[src/design/segment_to_segment_distance_assert.svh]
// assertion macros shared by the segment distance design
`ifndef SEGMENT_TO_SEGMENT_DISTANCE_ASSERT_SVH
`define SEGMENT_TO_SEGMENT_DISTANCE_ASSERT_SVH
`ifndef SYNTH
// same-cycle implication
`define SSD_ASSERT_IMP(lbl, clk, rst_n, ante, cons, msg) \
    lbl: assert property (@(posedge clk) disable iff (!rst_n) (ante) |-> (cons)) \
        else $error(msg);
// next-cycle implication
`define SSD_ASSERT_NXT(lbl, clk, rst_n, ante, cons, msg) \
    lbl: assert property (@(posedge clk) disable iff (!rst_n) (ante) |=> (cons)) \
        else $error(msg);
`else
`define SSD_ASSERT_IMP(lbl, clk, rst_n, ante, cons, msg)
`define SSD_ASSERT_NXT(lbl, clk, rst_n, ante, cons, msg)
`endif
`endif

[src/design/ssd_pkg.sv]
// types and constants of the segment distance pipeline
`default_nettype none
package ssd_pkg;

    localparam int COORD_BITS = 16;
    localparam int FRAC_BITS  = 8;
    localparam int LANES      = 4;

    localparam int DIFF_W    = COORD_BITS + 1;
    localparam int PROD_W    = 2 * DIFF_W;
    localparam int SUM_W     = PROD_W + 1;
    localparam int MAG_W     = 2 * COORD_BITS + 1;
    localparam int LO_W      = MAG_W / 2;
    localparam int HI_W      = MAG_W - LO_W;
    localparam int SQ_W      = 2 * MAG_W;
    localparam int NUM_W     = SQ_W + 2 * FRAC_BITS;
    localparam int DEN_W     = 2 * COORD_BITS + 1;
    localparam int QBITS     = 2 * COORD_BITS + 2 * FRAC_BITS + 1;
    localparam int DIST_BITS = COORD_BITS + FRAC_BITS + 1;
    localparam int ROOT_BITS = DIST_BITS;
    localparam int RAD_W     = 2 * ROOT_BITS;

    typedef struct packed {
        logic signed [COORD_BITS-1:0] first_start_x;
        logic signed [COORD_BITS-1:0] first_start_y;
        logic signed [COORD_BITS-1:0] first_end_x;
        logic signed [COORD_BITS-1:0] first_end_y;
        logic signed [COORD_BITS-1:0] second_start_x;
        logic signed [COORD_BITS-1:0] second_start_y;
        logic signed [COORD_BITS-1:0] second_end_x;
        logic signed [COORD_BITS-1:0] second_end_y;
    } pair_t;

    typedef struct packed {
        logic [DIST_BITS-1:0] distance;
        logic                 touching;
    } result_t;

    typedef struct packed {
        logic valid;
        logic touch;
    } ctl_t;

    typedef struct packed {
        logic [NUM_W-1:0] num;
        logic [DEN_W-1:0] den;
    } div_in_t;

    typedef div_in_t [LANES-1:0] div_lanes_t;
    typedef logic [LANES-1:0][QBITS-1:0] quot_lanes_t;

endpackage
`default_nettype wire

[src/design/ssd_root.sv]
// minimum over lanes and pipelined integer square root
`default_nettype none
module ssd_root
    import ssd_pkg::*;
(
    input  wire logic        clk,
    input  wire logic        rst_n,
    input  wire logic        en,
    input  wire ctl_t        ctl_in,
    input  wire quot_lanes_t quot,
    output logic             valid,
    output result_t          result
);

    localparam int RB   = ROOT_BITS;
    localparam int NSTG = RB + 2;

    logic [QBITS-1:0] mlo_reg;
    logic [QBITS-1:0] mhi_reg;
    logic [QBITS-1:0] m_reg;
    logic [NSTG-1:0]  vld_reg;
    logic [NSTG-1:0]  touch_reg;

    logic [RB+1:0]    rem_reg   [RB];
    logic [RB-1:0]    root_reg  [RB];
    logic [RAD_W-1:0] rad_reg   [RB];
    logic [RB+1:0]    rem_src   [RB];
    logic [RB-1:0]    root_src  [RB];
    logic [RAD_W-1:0] rad_src   [RB];
    logic [RB+1:0]    rem_next  [RB];
    logic [RB-1:0]    root_next [RB];
    logic [RAD_W-1:0] rad_next  [RB];
    logic [RB+1:0]    pre;
    logic [RB+1:0]    trial;
    logic             ge;

    always_comb
    begin
        rem_src[0]  = '0;
        root_src[0] = '0;
        rad_src[0]  = RAD_W'(m_reg);
        for (int j = 1; j < RB; j++)
        begin
            rem_src[j]  = rem_reg[j-1];
            root_src[j] = root_reg[j-1];
            rad_src[j]  = rad_reg[j-1];
        end
    end

    // one root bit per stage from two radicand bits
    always_comb
    begin
        pre   = '0;
        trial = '0;
        ge    = 1'b0;
        for (int j = 0; j < RB; j++)
        begin
            pre   = {rem_src[j][RB-1:0], rad_src[j][RAD_W-1 -: 2]};
            trial = {root_src[j], 2'b01};
            ge    = (pre >= trial);
            rem_next[j]  = ge ? (pre - trial) : pre;
            root_next[j] = {root_src[j][RB-2:0], ge};
            rad_next[j]  = rad_src[j] << 2;
        end
    end

    always_ff @(posedge clk)
    begin
        if (en)
        begin
            mlo_reg   <= (quot[0] < quot[1]) ? quot[0] : quot[1];
            mhi_reg   <= (quot[2] < quot[3]) ? quot[2] : quot[3];
            m_reg     <= (mlo_reg < mhi_reg) ? mlo_reg : mhi_reg;
            rem_reg   <= rem_next;
            root_reg  <= root_next;
            rad_reg   <= rad_next;
            touch_reg <= {touch_reg[NSTG-2:0], ctl_in.touch};
        end
    end

    always_ff @(posedge clk or negedge rst_n)
    begin
        if (!rst_n)
        begin
            vld_reg <= '0;
        end
        else if (en)
        begin
            vld_reg <= {vld_reg[NSTG-2:0], ctl_in.valid};
        end
    end

    assign valid           = vld_reg[NSTG-1];
    assign result.touching = touch_reg[NSTG-1];
    assign result.distance = touch_reg[NSTG-1] ? '0 : root_reg[RB-1];

endmodule
`default_nettype wire

[config.mk]
export PLATFORM = sky130hd
export DESIGN_NAME = ssd_root
export DESIGN_NICKNAME = d
export VERILOG_FILES = /design/src/design/segment_to_segment_distance_assert.svh /design/src/design/ssd_pkg.sv /design/src/design/ssd_root.sv
export SDC_FILE = /design/constraint.sdc
export NUM_CORES = 2
export LEC_CHECK = 0
export ABC_AREA = 1
export BUFFER_PORTS_ARGS = -buffer_cell sky130_fd_sc_hd__buf_2
export CORE_AREA = 3 3 532 323
export CTS_CLUSTER_SIZE = 40
export DETAILED_ROUTE_END_ITERATION = 12
export DIE_AREA = 0 0 535 326
export GPL_TIMING_DRIVEN = 0
export HOLD_SLACK_MARGIN = 0.06
export PLACE_DENSITY = 0.71
export SLEW_MARGIN = 20
export SYNTH_ARGS = -nofsm -noshare
export SYNTH_HDL_FRONTEND = slang
export SYNTH_SLANG_ARGS = --single-unit
[constraint.sdc]
create_clock -name clk -period 4.8 [get_ports clk]
set_input_delay 0.24 -clock clk [delete_from_list [all_inputs] [get_ports clk]]
set_output_delay 0.24 -clock clk [all_outputs]
set_load 0.02 [all_outputs]
==> flow_summary.yaml <==
status:
  status: "finished clean"
clock_network:
  worst_skew_pair.late_latency_ns: 0.82
  clock_sinks: 1687
  cts_clock_pin_slew_for_the_worst_setup_and_hold_paths_ns: 0.07
  clockBufferDepth: 4
  tritoncts: "built"
  post_cts_resize_count: 0
  cts-buffers-inserted: 164
  clock_tree_root_buffer_cell: "sky130_fd_sc_hd__clkbuf_16"
  ctsHtreeMaxLevel: 4
die:
  die_h_um: 326
  floorplan.rows: 116
  pin_count: 228
  starting_density_of_the_core: 0.550
  die_area_um2: 174000
  die_width_um: 535
  design.core.area_um2: 167000
sta:
  fin_setup_tns_ns: 0
  timing.fmax_mhz: 274
  setup_viol: 0
  slew_headroom: 0.301
  timing.final.hold_violations: 0
  finalCritPeriodShare: 0.760
  finalCriticalPeriod_ns: 3.65
  fin_hold_ws_ns: 0.241
  final.setup_skew_ns: 0.0666
  final-max-slew-violation-count: 0
  timing_worst_slew_pin_value_ns: 1.04
  grt_setup_unrepaired: "no"
route:
  ant_nets: 0
  routed_via_density: 5.62
  drt_first_iter_violations: 9723
  totalWireLength_um: 275000
  route.detailed.drc: 0
  wire_per_inst_um: 21.1
  drtPass1Iterations: 6
  vias: 73300
flow_run:
  max_cap_viol_count: 0
power:
  leakagePower_uw: 0.0462
  ir_drop_uv: 369
  p_per_area_nw_per_um2: 412
yosys:
  syn-instance-count: 10100
  synth_async_reset_ratio: 0.0160
  synth_compound_gate_area_share: 0.0582
  synthSimpleGateAreaFrac: 0.228
  syn-num-nets: 10800
  yosysUniqueCellTypes: 58
  synth_adder_area_share: 0.0672
  synth.ff_latch_count: 1687
  synth_edf_count: 1660
  yosys.area.top_type_share: 0.543
  synth_top_family_by_area: "simple AND/OR/NAND/NOR gates"
  synthMuxAreaShare: 0.000123
  synth.yosys.seq_area_share: 0.551
  area_contributors_post_synth: "sky130_fd_sc_hd__edfxtp_1 (54%), sky130_fd_sc_hd__nand2_1 (12%), sky130_fd_sc_hd__ha_1 (6.7%)"
  syn-mean-instance-area_um2: 9.12
  synth_top_flop_cell: "sky130_fd_sc_hd__edfxtp_1"
  synth_warnings: 0
  synth.cell_area_um2: 91800
  netlist.top_cell.by_area: "sky130_fd_sc_hd__edfxtp_1"
  synth_xor_xnor_area_share: 0.0218
worst_setup_path:
  worst_path_class_setup: "input port to flip-flop"
  worst_ep_arrival_time_ns: 4.33
  endpoint_kind: "flip-flop"
  worstPathMaxFanout: 10
  critPathRequiredTime_ns: 5.48
  critical_path.startpoint_type: "input port"
placement:
  placed_cells: 12500
  place.gp.congestion: 1.01
  port_buf_inserts: 227
  placement.cell_area_um2: 96100
  place.detailed.hpwl_um: 215000
global_routing:
  grt_antenna_before_repair: 18
  largest_net_degree_at_the_start_of_global_routing: 152
  global_route.overflow_total: 0
  grt_pass1_wl_um: 405000
  grt_use_total: 0.308
  grt_pass1_vias: 65300
finish:
  syn2layout_area_growth_pct: 12.6
  final_common_cell: "sky130_fd_sc_hd__nand2_1"
  postLayoutCellArea_um2: 103000
  layoutNonFillerInstCount: 13000
  number_of_flip_flops_under_the_largest_register_name: 552
  postLayoutCoreUtil: 0.620
  proportion_of_layout_cells_with_a_drive_suffix_above_1: 0.0679
  layout.nets: 11400
  most-common-layout-cells: "sky130_fd_sc_hd__nand2_1 (2,976), sky130_fd_sc_hd__edfxtp_1 (1,660), sky130_fd_sc_hd__inv_1 (1,546), sky130_fd_sc_hd__nor2_1 (800), sky130_fd_sc_hd__nand3_1 (679)"
hold_path:
  path_category_of_the_worst_min_delay_check: "input port to flip-flop"
==> power breakdown <==
part	internal, uW	switching [uW]
Sequential	18300	1420
Clock	7430	5580
Combinational	3210	6640
Total	29000	13600
==> repair_timing <==
action                                 4_1_cts  5_1_grt
endpoints found under the hold margin      193        0
hold buffers                               202        0
buffers inserted                             0        0
==> per-stage QoR <==
stage	setup WS, ns	power, uW
after floorplan	2.76	25400
after global placement	-22.15	29700
after detailed placement	1.15	29200
after CTS	1.34	42500
after global routing	1.02	44600
final	1.15	42600
==> synth_stat cells, types with 89 or more instances <==
| cell | number |
|---|---|
| sky130_fd_sc_hd__nor2_1 | 800 |
| sky130_fd_sc_hd__nor3_1 | 89 |
| sky130_fd_sc_hd__xor2_1 | 115 |
| sky130_fd_sc_hd__nand4_1 | 207 |
| sky130_fd_sc_hd__inv_1 | 1546 |
| sky130_fd_sc_hd__nand2_1 | 2976 |
| sky130_fd_sc_hd__xnor2_1 | 113 |
| sky130_fd_sc_hd__edfxtp_1 | 1660 |
| sky130_fd_sc_hd__ha_1 | 493 |
| sky130_fd_sc_hd__nand3_1 | 679 |
| sky130_fd_sc_hd__a21oi_1 | 532 |
| sky130_fd_sc_hd__o21ai_0 | 304 |
==> cells by family (layout without fill, tap and decap cells) <==
logic type | Yosys count | after routing
adder cells (fa/ha/maj) | 493 | 493
AO/OA/AOI/OAI | 997 | 997
other | 1 | 2
buffers and inverters | 1692 | 2418
multiplexers | 1 | 1
XOR/XNOR | 228 | 228
AND/OR/NAND/NOR | 4962 | 4962
flip-flops | 1687 | 1687
==> area by class of cell <==
class                   instances  area, um2
plain buffers                 131        951
fillers                     13900      63400
clock buffers                 189       4240
well taps                    2242       2810
clock inverters                96       1050
inverters                    1561       5870
multi-input cells            6682      34400
diodes                          1       2.50
flip-flops and latches       1687      50500
repair buffers                441       3510
==> metal layers <==
metal	up-vias	global-route usage	part of all wire
met4	2	0.0421	0.012
met2	3831	0.343	0.33
met1	34600	0.545	0.50
met3	259	0.113	0.15
met5	-	0	0.000047
li1	34600	-	-
==> critical path, cell delays in order <==
cell                            delay [ns]
sky130_fd_sc_hd__dlygate4sd3_1        0.52
sky130_fd_sc_hd__buf_2                0.14
sky130_fd_sc_hd__inv_1                0.06
sky130_fd_sc_hd__ha_1                 0.31
sky130_fd_sc_hd__nand4_1              0.17
sky130_fd_sc_hd__nor2_1               0.44
sky130_fd_sc_hd__nand2_1              0.30
sky130_fd_sc_hd__nor3_1               0.43
sky130_fd_sc_hd__nand2_1              0.30
sky130_fd_sc_hd__nand2_1              0.28
sky130_fd_sc_hd__buf_4                0.24
sky130_fd_sc_hd__buf_6                0.17
sky130_fd_sc_hd__nand2_1              0.07
sky130_fd_sc_hd__nand2_1              0.06
sky130_fd_sc_hd__dlygate4sd3_1        0.57
==> final timing paths <==
kind | slack, ns | start | depth (start not counted) | to
max | 1.15 | quot[97] | 15 | mlo_reg[40]
max in group asynchronous | 4.20 | rst_n | 4 | vld_reg[12]
min reg2reg | 0.39 | rad_next[881] | 0 | rad_next[833]
min | 0.24 | ctl_in[1] | 4 | vld_reg[0]
max reg2reg | 1.38 | root_next[212] | 11 | rem_reg[236]
min in group asynchronous | 0.45 | rst_n | 4 | vld_reg[26]
No activity file was read; power rests on OpenSTA's default activity.
